<file path="src/rtl/sle_pkg.sv">
// shared types and constants for the sequential list engine
// no dependencies; compiled before every other file

package sle_pkg;

    localparam int CAPACITY = 64;
    localparam int ADDR_W   = $clog2(CAPACITY);
    localparam int LEN_W    = 7;
    localparam int OP_W     = 3;
    localparam int DATA_W   = 32;
    localparam int ST_W     = 2;
    localparam int STEP_W   = 5;

    localparam logic [OP_W-1:0] OP_APPEND  = 3'd0;
    localparam logic [OP_W-1:0] OP_INSERT  = 3'd1;
    localparam logic [OP_W-1:0] OP_DELETE  = 3'd2;
    localparam logic [OP_W-1:0] OP_LOCATE  = 3'd3;
    localparam logic [OP_W-1:0] OP_REVERSE = 3'd4;
    localparam logic [OP_W-1:0] OP_READ    = 3'd5;

    localparam logic [ST_W-1:0] ST_OK       = 2'd0;
    localparam logic [ST_W-1:0] ST_FULL     = 2'd1;
    localparam logic [ST_W-1:0] ST_BADPOS   = 2'd2;
    localparam logic [ST_W-1:0] ST_NOTFOUND = 2'd3;

    localparam logic [2:0] LO_KEEP  = 3'd0;
    localparam logic [2:0] LO_INC   = 3'd1;
    localparam logic [2:0] LO_DEC   = 3'd2;
    localparam logic [2:0] LO_ZERO  = 3'd3;
    localparam logic [2:0] LO_LENM1 = 3'd4;
    localparam logic [2:0] LO_POS   = 3'd5;
    localparam logic [2:0] LO_PM1   = 3'd6;

    localparam logic [2:0] HI_KEEP  = 3'd0;
    localparam logic [2:0] HI_INC   = 3'd1;
    localparam logic [2:0] HI_DEC   = 3'd2;
    localparam logic [2:0] HI_LEN   = 3'd3;
    localparam logic [2:0] HI_LENM1 = 3'd4;
    localparam logic [2:0] HI_PM1   = 3'd5;

    localparam logic [1:0] LEN_KEEP = 2'd0;
    localparam logic [1:0] LEN_INC  = 2'd1;
    localparam logic [1:0] LEN_DEC  = 2'd2;

    localparam logic WA_LO = 1'b0;
    localparam logic WA_HI = 1'b1;

    localparam logic [1:0] WD_VAL = 2'd0;
    localparam logic [1:0] WD_RDA = 2'd1;
    localparam logic [1:0] WD_RDB = 2'd2;

    localparam logic [3:0] C_NEVER       = 4'd0;
    localparam logic [3:0] C_ALWAYS      = 4'd1;
    localparam logic [3:0] C_FULL        = 4'd2;
    localparam logic [3:0] C_BAD_INS     = 4'd3;
    localparam logic [3:0] C_BAD_POS     = 4'd4;
    localparam logic [3:0] C_HI_EQ_PM1   = 4'd5;
    localparam logic [3:0] C_HI_EQ_POS   = 4'd6;
    localparam logic [3:0] C_LO_EQ_LEN   = 4'd7;
    localparam logic [3:0] C_LO_EQ_LENM1 = 4'd8;
    localparam logic [3:0] C_MISS_MORE   = 4'd9;
    localparam logic [3:0] C_MATCH       = 4'd10;
    localparam logic [3:0] C_LEN_LT2     = 4'd11;
    localparam logic [3:0] C_REV_MORE    = 4'd12;

    typedef struct packed {
        logic [2:0]        lo_op;
        logic [2:0]        hi_op;
        logic              rd_en;
        logic              wr_en;
        logic              wa_sel;
        logic [1:0]        wd_sel;
        logic [1:0]        len_op;
        logic              st_en;
        logic [ST_W-1:0]   st_code;
        logic              found_en;
        logic              rdval_en;
        logic              done;
        logic [3:0]        cond;
        logic              pol;
        logic [STEP_W-1:0] target;
    } t_uword;

    typedef struct packed {
        logic full;
        logic bad_ins;
        logic bad_pos;
        logic hi_eq_pm1;
        logic hi_eq_pos;
        logic lo_eq_len;
        logic lo_eq_lenm1;
        logic miss_more;
        logic match;
        logic len_lt2;
        logic rev_more;
    } t_flags;

endpackage

</file>
<file path="src/rtl/sle_if.sv">
// command and response channel interfaces of the list engine
// depends on sle_pkg for field widths

interface sle_cmd_if;
    import sle_pkg::*;

    logic                     valid;
    logic                     ready;
    logic [OP_W-1:0]          op;
    logic [LEN_W-1:0]         position;
    logic signed [DATA_W-1:0] value;

    modport source (output valid, output op, output position, output value, input ready);
    modport sink   (input valid, input op, input position, input value, output ready);
endinterface

interface sle_rsp_if;
    import sle_pkg::*;

    logic                     valid;
    logic                     ready;
    logic [ST_W-1:0]          status;
    logic [LEN_W-1:0]         found_position;
    logic signed [DATA_W-1:0] read_value;
    logic [LEN_W-1:0]         list_length;

    modport source (
        output valid, output status, output found_position,
        output read_value, output list_length, input ready
    );
    modport sink (
        input valid, input status, input found_position,
        input read_value, input list_length, output ready
    );
endinterface

</file>
<file path="src/rtl/sle_seq.sv">
// microcode sequencer: step counter, control rom, dispatch and conditional jumps
// depends on sle_pkg for the control word, flags and codes

module sle_seq (
    input  logic                    i_clk,
    input  logic                    i_rst_n,
    input  logic                    i_accept,
    input  logic [sle_pkg::OP_W-1:0] i_op,
    input  sle_pkg::t_flags         i_flags,
    input  logic                    i_out_free,
    output sle_pkg::t_uword         o_ctl,
    output logic                    o_exec,
    output logic                    o_out_load,
    output logic                    o_busy
);
    import sle_pkg::*;

    localparam logic [STEP_W-1:0] S_AP0  = 5'd0;
    localparam logic [STEP_W-1:0] S_AP1  = 5'd1;
    localparam logic [STEP_W-1:0] S_IN0  = 5'd2;
    localparam logic [STEP_W-1:0] S_IN1  = 5'd3;
    localparam logic [STEP_W-1:0] S_IN2  = 5'd4;
    localparam logic [STEP_W-1:0] S_IN3  = 5'd5;
    localparam logic [STEP_W-1:0] S_IN4  = 5'd6;
    localparam logic [STEP_W-1:0] S_IN5  = 5'd7;
    localparam logic [STEP_W-1:0] S_DL0  = 5'd8;
    localparam logic [STEP_W-1:0] S_DL1  = 5'd9;
    localparam logic [STEP_W-1:0] S_DL2  = 5'd10;
    localparam logic [STEP_W-1:0] S_DL3  = 5'd11;
    localparam logic [STEP_W-1:0] S_DL4  = 5'd12;
    localparam logic [STEP_W-1:0] S_LC0  = 5'd13;
    localparam logic [STEP_W-1:0] S_LC1  = 5'd14;
    localparam logic [STEP_W-1:0] S_LC2  = 5'd15;
    localparam logic [STEP_W-1:0] S_LC3  = 5'd16;
    localparam logic [STEP_W-1:0] S_LC4  = 5'd17;
    localparam logic [STEP_W-1:0] S_LNF  = 5'd18;
    localparam logic [STEP_W-1:0] S_LFD  = 5'd19;
    localparam logic [STEP_W-1:0] S_RV0  = 5'd20;
    localparam logic [STEP_W-1:0] S_RV1  = 5'd21;
    localparam logic [STEP_W-1:0] S_RV2  = 5'd22;
    localparam logic [STEP_W-1:0] S_RV3  = 5'd23;
    localparam logic [STEP_W-1:0] S_DONE = 5'd24;
    localparam logic [STEP_W-1:0] S_RD0  = 5'd25;
    localparam logic [STEP_W-1:0] S_RD1  = 5'd26;
    localparam logic [STEP_W-1:0] S_RD2  = 5'd27;
    localparam logic [STEP_W-1:0] S_FULL = 5'd28;
    localparam logic [STEP_W-1:0] S_BAD  = 5'd29;
    localparam int                N_STEPS = 30;

    function automatic t_uword rom(input logic [STEP_W-1:0] a);
        t_uword w;
        w = '0;
        case (a)
            S_AP0: begin
                w.hi_op = HI_LEN;
                w.cond = C_FULL; w.target = S_FULL;
            end
            S_AP1: begin
                w.wr_en = 1'b1; w.wa_sel = WA_HI; w.wd_sel = WD_VAL;
                w.len_op = LEN_INC;
                w.cond = C_ALWAYS; w.target = S_DONE;
            end
            S_IN0: begin
                w.lo_op = LO_LENM1; w.hi_op = HI_LEN;
                w.cond = C_FULL; w.target = S_FULL;
            end
            S_IN1: begin
                w.cond = C_BAD_INS; w.target = S_BAD;
            end
            S_IN2: begin
                w.cond = C_HI_EQ_PM1; w.target = S_IN5;
            end
            S_IN3: begin
                w.rd_en = 1'b1;
            end
            S_IN4: begin
                w.wr_en = 1'b1; w.wa_sel = WA_HI; w.wd_sel = WD_RDA;
                w.lo_op = LO_DEC; w.hi_op = HI_DEC;
                w.cond = C_HI_EQ_POS; w.pol = 1'b1; w.target = S_IN3;
            end
            S_IN5: begin
                w.wr_en = 1'b1; w.wa_sel = WA_HI; w.wd_sel = WD_VAL;
                w.len_op = LEN_INC;
                w.cond = C_ALWAYS; w.target = S_DONE;
            end
            S_DL0: begin
                w.lo_op = LO_POS; w.hi_op = HI_PM1;
                w.cond = C_BAD_POS; w.target = S_BAD;
            end
            S_DL1: begin
                w.cond = C_LO_EQ_LEN; w.target = S_DL4;
            end
            S_DL2: begin
                w.rd_en = 1'b1;
            end
            S_DL3: begin
                w.wr_en = 1'b1; w.wa_sel = WA_HI; w.wd_sel = WD_RDA;
                w.lo_op = LO_INC; w.hi_op = HI_INC;
                w.cond = C_LO_EQ_LENM1; w.pol = 1'b1; w.target = S_DL2;
            end
            S_DL4: begin
                w.len_op = LEN_DEC;
                w.cond = C_ALWAYS; w.target = S_DONE;
            end
            S_LC0: begin
                w.lo_op = LO_ZERO;
            end
            S_LC1: begin
                w.cond = C_LO_EQ_LEN; w.target = S_LNF;
            end
            S_LC2: begin
                w.rd_en = 1'b1; w.lo_op = LO_INC;
            end
            S_LC3: begin
                w.cond = C_MISS_MORE; w.target = S_LC2;
            end
            S_LC4: begin
                w.cond = C_MATCH; w.target = S_LFD;
            end
            S_LNF: begin
                w.st_en = 1'b1; w.st_code = ST_NOTFOUND;
                w.cond = C_ALWAYS; w.target = S_DONE;
            end
            S_LFD: begin
                w.found_en = 1'b1;
                w.cond = C_ALWAYS; w.target = S_DONE;
            end
            S_RV0: begin
                w.lo_op = LO_ZERO; w.hi_op = HI_LENM1;
                w.cond = C_LEN_LT2; w.target = S_DONE;
            end
            S_RV1: begin
                w.rd_en = 1'b1;
            end
            S_RV2: begin
                w.wr_en = 1'b1; w.wa_sel = WA_LO; w.wd_sel = WD_RDB;
            end
            S_RV3: begin
                w.wr_en = 1'b1; w.wa_sel = WA_HI; w.wd_sel = WD_RDA;
                w.lo_op = LO_INC; w.hi_op = HI_DEC;
                w.cond = C_REV_MORE; w.target = S_RV1;
            end
            S_RD0: begin
                w.lo_op = LO_PM1;
                w.cond = C_BAD_POS; w.target = S_BAD;
            end
            S_RD1: begin
                w.rd_en = 1'b1;
            end
            S_RD2: begin
                w.rdval_en = 1'b1;
                w.cond = C_ALWAYS; w.target = S_DONE;
            end
            S_FULL: begin
                w.st_en = 1'b1; w.st_code = ST_FULL;
                w.cond = C_ALWAYS; w.target = S_DONE;
            end
            S_BAD: begin
                w.st_en = 1'b1; w.st_code = ST_BADPOS;
                w.cond = C_ALWAYS; w.target = S_DONE;
            end
            default: begin
                w.done = 1'b1;
            end
        endcase
        return w;
    endfunction

    function automatic logic [STEP_W-1:0] entry(input logic [OP_W-1:0] op);
        logic [STEP_W-1:0] e;
        unique case (op)
            OP_APPEND:  e = S_AP0;
            OP_INSERT:  e = S_IN0;
            OP_DELETE:  e = S_DL0;
            OP_LOCATE:  e = S_LC0;
            OP_REVERSE: e = S_RV0;
            OP_READ:    e = S_RD0;
            default:    e = S_DONE;
        endcase
        return e;
    endfunction

    logic [STEP_W-1:0] r_pc;
    logic [STEP_W-1:0] n_pc;
    logic              r_busy;
    logic              n_busy;
    t_uword            w;
    logic              cond_hit;
    logic              take;

    assign w = rom(r_pc);

    always_comb begin
        case (w.cond)
            C_NEVER:       cond_hit = 1'b0;
            C_ALWAYS:      cond_hit = 1'b1;
            C_FULL:        cond_hit = i_flags.full;
            C_BAD_INS:     cond_hit = i_flags.bad_ins;
            C_BAD_POS:     cond_hit = i_flags.bad_pos;
            C_HI_EQ_PM1:   cond_hit = i_flags.hi_eq_pm1;
            C_HI_EQ_POS:   cond_hit = i_flags.hi_eq_pos;
            C_LO_EQ_LEN:   cond_hit = i_flags.lo_eq_len;
            C_LO_EQ_LENM1: cond_hit = i_flags.lo_eq_lenm1;
            C_MISS_MORE:   cond_hit = i_flags.miss_more;
            C_MATCH:       cond_hit = i_flags.match;
            C_LEN_LT2:     cond_hit = i_flags.len_lt2;
            C_REV_MORE:    cond_hit = i_flags.rev_more;
            default:       cond_hit = 1'b0;
        endcase
        take = cond_hit ^ w.pol;
    end

    always_comb begin
        n_pc   = r_pc;
        n_busy = r_busy;
        if (!r_busy) begin
            if (i_accept) begin
                n_pc   = entry(i_op);
                n_busy = 1'b1;
            end
        end else if (w.done) begin
            if (i_out_free) begin
                n_busy = 1'b0;
            end
        end else begin
            n_pc = take ? w.target : r_pc + STEP_W'(1);
        end
    end

    always_ff @(posedge i_clk) begin
        if (!i_rst_n) begin
            r_pc   <= S_DONE;
            r_busy <= 1'b0;
        end else begin
            r_pc   <= n_pc;
            r_busy <= n_busy;
        end
    end

    assign o_ctl      = w;
    assign o_exec     = r_busy && !w.done;
    assign o_out_load = r_busy && w.done && i_out_free;
    assign o_busy     = r_busy;

`ifndef NO_ASSERTIONS
    a_pc_in_rom: assert property (@(posedge i_clk) disable iff (!i_rst_n)
        r_busy |-> (r_pc < STEP_W'(N_STEPS)))
        else $error("step counter left the program");
    a_dispatch: assert property (@(posedge i_clk) disable iff (!i_rst_n)
        i_accept |=> (r_busy && (r_pc == entry($past(i_op)))))
        else $error("command not dispatched to its entry step");
    a_end_on_done: assert property (@(posedge i_clk) disable iff (!i_rst_n)
        $fell(r_busy) |-> $past(w.done && i_out_free))
        else $error("sequence ended outside the done step");
`endif

endmodule

</file>
<file path="src/rtl/sle_dp.sv">
// datapath: element memory, pointers, length, status and response register
// depends on sle_pkg for the control word, flags and codes

module sle_dp (
    input  logic                           i_clk,
    input  logic                           i_rst_n,
    input  logic                           i_accept,
    input  logic [sle_pkg::LEN_W-1:0]      i_position,
    input  logic signed [sle_pkg::DATA_W-1:0] i_value,
    input  sle_pkg::t_uword                i_ctl,
    input  logic                           i_exec,
    input  logic                           i_out_load,
    input  logic                           i_out_ready,
    output sle_pkg::t_flags                o_flags,
    output logic                           o_out_valid,
    output logic [sle_pkg::ST_W-1:0]       o_status,
    output logic [sle_pkg::LEN_W-1:0]      o_found_position,
    output logic signed [sle_pkg::DATA_W-1:0] o_read_value,
    output logic [sle_pkg::LEN_W-1:0]      o_list_length
);
    import sle_pkg::*;

    logic [DATA_W-1:0] mem [CAPACITY];

    logic [LEN_W-1:0]  r_len, n_len;
    logic [LEN_W-1:0]  r_lo, n_lo;
    logic [LEN_W-1:0]  r_hi, n_hi;
    logic [LEN_W-1:0]  r_pos;
    logic [DATA_W-1:0] r_val;
    logic [ST_W-1:0]   r_st;
    logic [LEN_W-1:0]  r_found;
    logic [DATA_W-1:0] r_rdval;
    logic [DATA_W-1:0] r_rd_a;
    logic [DATA_W-1:0] r_rd_b;
    logic              r_out_valid;
    logic [ST_W-1:0]   r_o_st;
    logic [LEN_W-1:0]  r_o_found;
    logic [DATA_W-1:0] r_o_rdval;
    logic [LEN_W-1:0]  r_o_len;

    logic [LEN_W-1:0]  pm1;
    logic [LEN_W-1:0]  lenm1;
    logic [LEN_W-1:0]  wa_full;
    logic [DATA_W-1:0] wd;
    logic              wr;
    logic              rd;

    assign pm1   = r_pos - LEN_W'(1);
    assign lenm1 = r_len - LEN_W'(1);
    assign wr    = i_exec && i_ctl.wr_en;
    assign rd    = i_exec && i_ctl.rd_en;

    assign wa_full = (i_ctl.wa_sel == WA_HI) ? r_hi : r_lo;

    always_comb begin
        case (i_ctl.wd_sel)
            WD_RDA:  wd = r_rd_a;
            WD_RDB:  wd = r_rd_b;
            default: wd = r_val;
        endcase
    end

    always_ff @(posedge i_clk) begin
        if (wr) begin
            mem[wa_full[ADDR_W-1:0]] <= wd;
        end
        if (rd) begin
            r_rd_a <= mem[r_lo[ADDR_W-1:0]];
            r_rd_b <= mem[r_hi[ADDR_W-1:0]];
        end
    end

    always_comb begin
        o_flags.full        = r_len >= LEN_W'(CAPACITY);
        o_flags.bad_pos     = (r_pos == '0) || (r_pos > r_len);
        o_flags.bad_ins     = (r_pos == '0) ||
                              ({1'b0, r_pos} > ({1'b0, r_len} + (LEN_W+1)'(1)));
        o_flags.hi_eq_pm1   = r_hi == pm1;
        o_flags.hi_eq_pos   = r_hi == r_pos;
        o_flags.lo_eq_len   = r_lo == r_len;
        o_flags.lo_eq_lenm1 = r_lo == lenm1;
        o_flags.match       = r_rd_a == r_val;
        o_flags.miss_more   = (r_rd_a != r_val) && (r_lo != r_len);
        o_flags.len_lt2     = r_len < LEN_W'(2);
        o_flags.rev_more    = (r_hi - r_lo) > LEN_W'(2);
    end

    always_comb begin
        n_lo  = r_lo;
        n_hi  = r_hi;
        n_len = r_len;
        if (i_exec) begin
            case (i_ctl.lo_op)
                LO_INC:   n_lo = r_lo + LEN_W'(1);
                LO_DEC:   n_lo = r_lo - LEN_W'(1);
                LO_ZERO:  n_lo = '0;
                LO_LENM1: n_lo = lenm1;
                LO_POS:   n_lo = r_pos;
                LO_PM1:   n_lo = pm1;
                default:  n_lo = r_lo;
            endcase
            case (i_ctl.hi_op)
                HI_INC:   n_hi = r_hi + LEN_W'(1);
                HI_DEC:   n_hi = r_hi - LEN_W'(1);
                HI_LEN:   n_hi = r_len;
                HI_LENM1: n_hi = lenm1;
                HI_PM1:   n_hi = pm1;
                default:  n_hi = r_hi;
            endcase
            case (i_ctl.len_op)
                LEN_INC: n_len = r_len + LEN_W'(1);
                LEN_DEC: n_len = r_len - LEN_W'(1);
                default: n_len = r_len;
            endcase
        end
    end

    always_ff @(posedge i_clk) begin
        if (!i_rst_n) begin
            r_len       <= '0;
            r_out_valid <= 1'b0;
        end else begin
            r_len <= n_len;
            if (i_out_load) begin
                r_out_valid <= 1'b1;
            end else if (i_out_ready) begin
                r_out_valid <= 1'b0;
            end
        end
    end

    always_ff @(posedge i_clk) begin
        r_lo <= n_lo;
        r_hi <= n_hi;
        if (i_accept) begin
            r_pos   <= i_position;
            r_val   <= i_value;
            r_st    <= ST_OK;
            r_found <= '0;
            r_rdval <= '0;
        end else if (i_exec) begin
            if (i_ctl.st_en) begin
                r_st <= i_ctl.st_code;
            end
            if (i_ctl.found_en) begin
                r_found <= r_lo;
            end
            if (i_ctl.rdval_en) begin
                r_rdval <= r_rd_a;
            end
        end
        if (i_out_load) begin
            r_o_st    <= r_st;
            r_o_found <= r_found;
            r_o_rdval <= r_rdval;
            r_o_len   <= r_len;
        end
    end

    assign o_out_valid      = r_out_valid;
    assign o_status         = r_o_st;
    assign o_found_position = r_o_found;
    assign o_read_value     = r_o_rdval;
    assign o_list_length    = r_o_len;

`ifndef NO_ASSERTIONS
    a_len_cap: assert property (@(posedge i_clk) disable iff (!i_rst_n)
        r_len <= LEN_W'(CAPACITY))
        else $error("length above capacity");
    a_wr_addr: assert property (@(posedge i_clk) disable iff (!i_rst_n)
        wr |-> (wa_full < LEN_W'(CAPACITY)))
        else $error("element write outside the store");
    a_len_change: assert property (@(posedge i_clk) disable iff (!i_rst_n)
        (r_len != $past(r_len)) |-> $past(i_exec))
        else $error("length changed outside a command step");
    a_rsp_rise: assert property (@(posedge i_clk) disable iff (!i_rst_n)
        $rose(r_out_valid) |-> $past(i_out_load))
        else $error("response valid without a load");
`endif

endmodule

</file>
<file path="src/rtl/sequential_list_engine.sv">
// top level of the sequential list engine: sequencer, datapath and channel glue
// depends on sle_pkg, sle_if, sle_seq and sle_dp
//
// channel   dir  handshake        payload
// i_cmd     in   valid / ready    op, position, value
// o_rsp     out  valid / ready    status, found_position, read_value, list_length
//
// one command in flight; ready is high while the sequencer is idle
// insert and delete shift one element per loop pass, locate scans one element per pass
// (an empty list goes straight to not found), reverse swaps one pair per pass, and
// append and read run straight through; the done step then posts the response;
// the loops are set by the single write port and registered reads of the store
// synchronous reset clears the length and the control; the store is not cleared
// a response not yet taken holds the next command in its done step

module sequential_list_engine (
    input  logic      i_clk,
    input  logic      i_rst_n,
    sle_cmd_if.sink   i_cmd,
    sle_rsp_if.source o_rsp
);
    import sle_pkg::*;

    t_uword ctl;
    t_flags flags;
    logic   exec;
    logic   out_load;
    logic   busy;
    logic   out_valid;
    logic   out_free;
    logic   accept;

    assign i_cmd.ready = !busy;
    assign accept      = i_cmd.valid && !busy;
    assign out_free    = !out_valid || o_rsp.ready;
    assign o_rsp.valid = out_valid;

    sle_seq u_seq (
        .i_clk      (i_clk),
        .i_rst_n    (i_rst_n),
        .i_accept   (accept),
        .i_op       (i_cmd.op),
        .i_flags    (flags),
        .i_out_free (out_free),
        .o_ctl      (ctl),
        .o_exec     (exec),
        .o_out_load (out_load),
        .o_busy     (busy)
    );

    sle_dp u_dp (
        .i_clk            (i_clk),
        .i_rst_n          (i_rst_n),
        .i_accept         (accept),
        .i_position       (i_cmd.position),
        .i_value          (i_cmd.value),
        .i_ctl            (ctl),
        .i_exec           (exec),
        .i_out_load       (out_load),
        .i_out_ready      (o_rsp.ready),
        .o_flags          (flags),
        .o_out_valid      (out_valid),
        .o_status         (o_rsp.status),
        .o_found_position (o_rsp.found_position),
        .o_read_value     (o_rsp.read_value),
        .o_list_length    (o_rsp.list_length)
    );

endmodule
</file>
<file path="src/flat_wrapper.sv">
// flat-port wrapper written by rule: the top's interface ports become plain ports
module sequential_list_engine_flat import sle_pkg::*;
  (i_clk, i_rst_n, i_cmd_valid, i_cmd_op, i_cmd_position, i_cmd_value, i_cmd_ready, o_rsp_valid, o_rsp_status, o_rsp_found_position, o_rsp_read_value, o_rsp_list_length, o_rsp_ready);
  sle_cmd_if i_cmd_i ();
  sle_rsp_if o_rsp_i ();
  input  logic i_clk;
  input  logic i_rst_n;
  input wire logic [$bits(i_cmd_i.valid)-1:0] i_cmd_valid;
  input wire logic [$bits(i_cmd_i.op)-1:0] i_cmd_op;
  input wire logic [$bits(i_cmd_i.position)-1:0] i_cmd_position;
  input wire logic [$bits(i_cmd_i.value)-1:0] i_cmd_value;
  output wire logic [$bits(i_cmd_i.ready)-1:0] i_cmd_ready;
  output wire logic [$bits(o_rsp_i.valid)-1:0] o_rsp_valid;
  output wire logic [$bits(o_rsp_i.status)-1:0] o_rsp_status;
  output wire logic [$bits(o_rsp_i.found_position)-1:0] o_rsp_found_position;
  output wire logic [$bits(o_rsp_i.read_value)-1:0] o_rsp_read_value;
  output wire logic [$bits(o_rsp_i.list_length)-1:0] o_rsp_list_length;
  input wire logic [$bits(o_rsp_i.ready)-1:0] o_rsp_ready;
  assign i_cmd_i.valid = i_cmd_valid;
  assign i_cmd_i.op = i_cmd_op;
  assign i_cmd_i.position = i_cmd_position;
  assign i_cmd_i.value = i_cmd_value;
  assign i_cmd_ready = i_cmd_i.ready;
  assign o_rsp_valid = o_rsp_i.valid;
  assign o_rsp_status = o_rsp_i.status;
  assign o_rsp_found_position = o_rsp_i.found_position;
  assign o_rsp_read_value = o_rsp_i.read_value;
  assign o_rsp_list_length = o_rsp_i.list_length;
  assign o_rsp_i.ready = o_rsp_ready;
  sequential_list_engine u_core (.i_clk(i_clk), .i_rst_n(i_rst_n), .i_cmd(i_cmd_i), .o_rsp(o_rsp_i));
endmodule
</file>
<file path="config.mk">
export PLATFORM = sky130hd
export DESIGN_NAME = sequential_list_engine_flat
export DESIGN_NICKNAME = d
export VERILOG_FILES = /design/src/rtl/sle_pkg.sv /design/src/rtl/sle_if.sv /design/src/rtl/sle_seq.sv /design/src/rtl/sle_dp.sv /design/src/rtl/sequential_list_engine.sv /design/src/flat_wrapper.sv
export SDC_FILE = /design/constraint.sdc
export NUM_CORES = 2
export LEC_CHECK = 0
export BUFFER_PORTS_ARGS = -buffer_cell sky130_fd_sc_hd__buf_2
export CORE_UTILIZATION = 45
export DETAILED_ROUTE_END_ITERATION = 6
export SYNTH_ARGS = -nofsm -noshare
export SYNTH_HDL_FRONTEND = slang
export SYNTH_HIERARCHICAL = 1
export SYNTH_SLANG_ARGS = --single-unit
</file>
<file path="constraint.sdc">
create_clock -name i_clk -period 5.4 [get_ports i_clk]
set_clock_uncertainty 0.2 [all_clocks]
set_input_delay 0.27 -clock i_clk [delete_from_list [all_inputs] [get_ports i_clk]]
set_output_delay 0.27 -clock i_clk [all_outputs]
set_load 0.05 [all_outputs]
</file>
---- After elaboration in Yosys (flattened, before gate mapping) ----
Memories as Yosys holds them, arrays and structs flattened. A register that Yosys moved wholly into a read port is not among the register bits.
Cells that the tools add are included.
storage, ports and cells
  bits of input ports ..................... 46
  logic and storage cells ................. 172
  flip-flop bits (word level) ............. 156
  bits in writable memories ............... 2048
  output and inout bits ................... 50
  memories ................................ 1
operators by class
  mux-type cells .......................... 31
  bitwise operators ....................... 1
  add/sub/neg operators ................... 10
  $lt $le $gt $ge ......................... 5
  reductions and logical operators ........ 41
  equality and inequality tests ........... 68
memory list
  name             words  width  read ports  clocked after memory_dff  wr ports  line          source
  u_core.u_dp.mem  64     32     2           2                         1         sle_dp.sv:23  logic [DATA_W-1:0] mem [CAPACITY];
operator list
  cell                 count
  $eq 5x5->1 const B   13
  $pmux 32 s2          1
  $pmux 5 s11          1
  $pmux 4 s12          1
  $pmux 7 s6           1
  $eq 5x4->1 const B   8
  $pmux 7 s5           1
  $eq 32x32->1         1
  $ne 32x32->1         1
  $pmux 5 s6           1
  $reduce_or 29->1     1
  $eq 7x7->1           4
  $sub 7x1->7 const B  4
  $add 7x1->7 const B  3
  $eq 3x3->1 const B   7
  $eq 4x4->1 const B   5
  $eq 5x3->1 const B   4
  $mux 5               4
  $eq 3x2->1 const B   6
  $pmux 3 s6           1
  $eq 4x3->1 const B   4
  $pmux 3 s5           1
  $pmux 7 s2           1
  $reduce_and 2->1     7
  38 further kinds     75

---- Logic depth before layout (Yosys ltp) ----
  depth after elaboration ................. 9
  mapped depth ............................ 21
  mapped depth without buffers ............ 17

---- Hierarchy ----
The synthesis kept the hierarchy.
by module, submodules not included
  module                  cells each  instances  area an instance (um^2)  sequential area each (um^2)
  sle_dp                  5514        1          104939.4                 67434.7
  sle_seq                 212         1          1420.1                   120.1
  sequential_list_engine  3           1          16.3                     0.0

---- Worst setup path after synthesis ----
No wires, ideal clock.
  kind .................................... register to register
  start point ............................. reg u_core.u_seq.r_pc[0]
  end point ............................... mem u_core.u_dp.mem[0][14] (data pin)
  path buffers ............................ 3
  required time ........................... 4498 ps
  stages on the path, launching flop included .. 12
  data arrival time ....................... 4627 ps
  slack ................................... -129 ps
  library setup time ...................... 702 ps
  clock period less this slack ............ 5529 ps
  cell sequence ........................... dfxtp_1 -> inv_1 -> ha_1 -> clkbuf_1 -> nor2b_1 -> a22oi_1 -> o22ai_1 -> inv_1 -> ha_1 -> clkbuf_1 -> clkbuf_1 -> o21ai_0
RTL lines
  what                    line            source
  from (decl)             sle_seq.sv:183  logic [STEP_W-1:0] r_pc;
  from (signal assigned)  sle_seq.sv:235  r_pc <= n_pc;
  to (decl)               sle_dp.sv:23

==> flow_summary.yaml <==
pwr:
  power.leakage_uw: 0.0385
  total_power_uw: 41500
  ir_worst_vdd_uv: 375
  power_density_nw_per_um2: 341
placed_design:
  hpwl_um: 202000
  gp_congestion: 0.872
  io_buffer_count: 95
timing:
  finalSetupViolations: 0
  fmax_mhz: 209
  whs_ps: 171
  finalHoldViolCount: 0
  fin_crit_ps: 4790
  fin_crit_sh_pct: 88.8
  rsz0062_at_grt: "no"
  slew_viol_final: 0
  relSlewSlack_pct: 12.0
  worst_slew_pin_slew_ps: 1320
drt:
  drc: 2
  wirelength_um: 330000
  wl_per_cell_um: 35.2
  first_pass_iters: 7
  via_per_inst: 6.61
  via_count: 62000
  drt_iter0_drc: 7691
  ant_nets: 0
clocking:
  cts.sinks: 2268
  cts_buffers: 234
  cts_tree: "done"
  htree_levels: 4
  clk_latency_ps: 910
  clk_path_buf_depth: 3
  root_buffer: "clkbuf_16"
  post-cts-setup-buffers: 0
  clk_pin_slew_ps: 60
layout:
  nFillCells: 18600
  seq_area_um2: 67600
  final_nets: 6114
  multi_input_area_um2: 37200
  area_growth_pct: 14.2
  drive_above_1_share_pct: 32.1
global_route:
  grt_pass1_vias: 62100
  antenna_found_initial: 20
  grt-ovfl-total: 0
  grt_pass1_wl_um: 469000
  grt_usage_pct: 27.8
  grt_start_max_net_pins: 120
floorplanning:
  start_util_pct: 45.2
  die_w_um: 488
  floorplan.die_area_um2: 238000
  std_cell_rows: 178
  ios: 96
  core-area_um2: 235000
  die_y_um: 488
setup_path:
  cp-start-kind: "flip-flop"
  worstPathMaxFanout: 10
  critical_path_required_ps: 6000
  rr_startpoint: "u_core/u_dp/r_len[0]"
  worstSetupStartpoint: "u_core/u_dp/r_len[0]"
  end_kind: "flip-flop"
  crit_arrival_ps: 5390
  path_class: "reg2reg"
outcome:
  violations: "DRC"
  status: "complete, but fails checks"
yosys:
  syn_inst: 5728
  synth_area_per_cell_um2: 18.6
  yosys_warnings: 6
  netlist_area_um2: 106000
  syn_nets: 5819
job:
  cap_violations: 0
min_path:
  min-delay-start: "i_rst_n"
  worstHoldPathType: "in2reg"
-- cell type report --
| class | count | area share [%] |
|---|---|---|
| antenna | 4 | 0.00824 |
| clock buffer | 271 | 5.01 |
| clock inverter | 166 | 1.57 |
| inverter | 52 | 0.173 |
| multi-input combinational | 2976 | 30.6 |
| sequential | 2268 | 55.6 |
| tap | 3150 | 3.25 |
| timing repair buffer | 491 | 3.75 |
-- placed cells by master, fill, tap and decap left out, types with 46 or more instances in the layout --
master / n
buf_2: 95
nor2_4: 65
dlygate4sd3_1: 91
a22oi_1: 61
buf_4: 235
clkinv_1: 48
a32oi_1: 64
nand2_1: 457
o21ai_1: 65
a21oi_1: 116
o21ai_0: 102
nor2_1: 111
mux2i_1: 186
mux4_2: 1089
clkbuf_16: 238
a221oi_1: 61
dfxtp_1: 55
edfxtp_1: 2213
clkinv_2: 46
xor2_1: 51
nand3_1: 59
buf_12: 70
-- layer usage --
| metal | vias up | part of all wire, % | routed length [µm] | GRT usage (%) |
|---|---|---|---|---|
| li1 | 24800 | - | - | - |
| met1 | 33200 | 39 | 130000 | 39.1 |
| met2 | 3499 | 47 | 156000 | 43.7 |
| met3 | 512 | 11 | 35600 | 6.16 |
| met4 | 12 | 2.7 | 9040 | 7.80 |
| met5 | - | 0.027 | 88 | 0 |
-- flip-flops by register name, indices dropped and copies added, names as in the netlist, 2 cells and up --
name and flops:
u_core/u_dp/o_read_value 32, u_core/u_dp/r_lo 7, u_core/u_dp/r_st 2, u_core/u_dp/r_found 7, u_core/u_dp/r_rd_a 32, u_core/u_seq/r_pc 5, u_core/u_dp/o_list_length 7, u_core/u_dp/mem 2048
u_core/u_dp/r_len 7, u_core/u_dp/r_rdval 32, u_core/u_dp/r_rd_b 32, u_core/u_dp/o_status 2, u_core/u_dp/r_hi 7, u_core/u_dp/r_val 32, u_core/u_dp/o_found_position 7, u_core/u_dp/r_pos 7
-- per-stage QoR --
step                      worst slack, ps  cells  utilization, %  cell area [µm²]  TNS (ps)
after CTS                             665   9374            51.6           121000         0
after global routing                  497   9377            51.6           121000         0
after floorplan                      -129   5728               -           106000   -222100
after detailed placement              971   8846            47.8           113000         0
after global placement                893   8846            47.8           113000         0
final                                 607   9378            51.6           121000         0
-- power breakdown --
part           total [µW]  leakage [µW]  switching (µW)  internal (µW)
sequential          19800        0.0204             123          19700
clock               16900       0.00389            7040           9840
combinational        4790        0.0142            3110           1680
total               41500        0.0385           10300          31200
-- final timing paths --
| check | cells after the start | endpoint | slack (ps) |
|---|---|---|---|
| setup reg to reg | 17 | u_core/u_seq/r_pc[4] | 610 |
| hold / removal | 4 | u_core/u_seq/r_pc[2] | 170 |
| hold reg to reg | 0 | u_core/u_dp/o_read_value[21] | 230 |
| setup / recovery | 17 | u_core/u_seq/r_pc[4] | 610 |
-- timing repair --
action	4_1_cts	5_1_grt
gates resized for setup	0	0
hold buffers	91	0
endpoints found under the hold margin	94	0
setup endpoints to repair	0	0
-- worst max-delay path, stage by stage, from the launching register on --
cell,delay [ps]
dfxtp_1,610
inv_1,200
ha_1,410
inv_1,90
ha_1,290
nor2b_1,140
o21a_1,160
o21a_1,170
o211ai_1,170
a21oi_1,90
a211o_1,320
o2111ai_1,240
o311a_1,210
nand4_2,160
xor2_4,330
mux2i_1,220
o21ai_1,90
dlygate4sd3_1,590
Note: power is estimated with default switching activity, not from simulation.
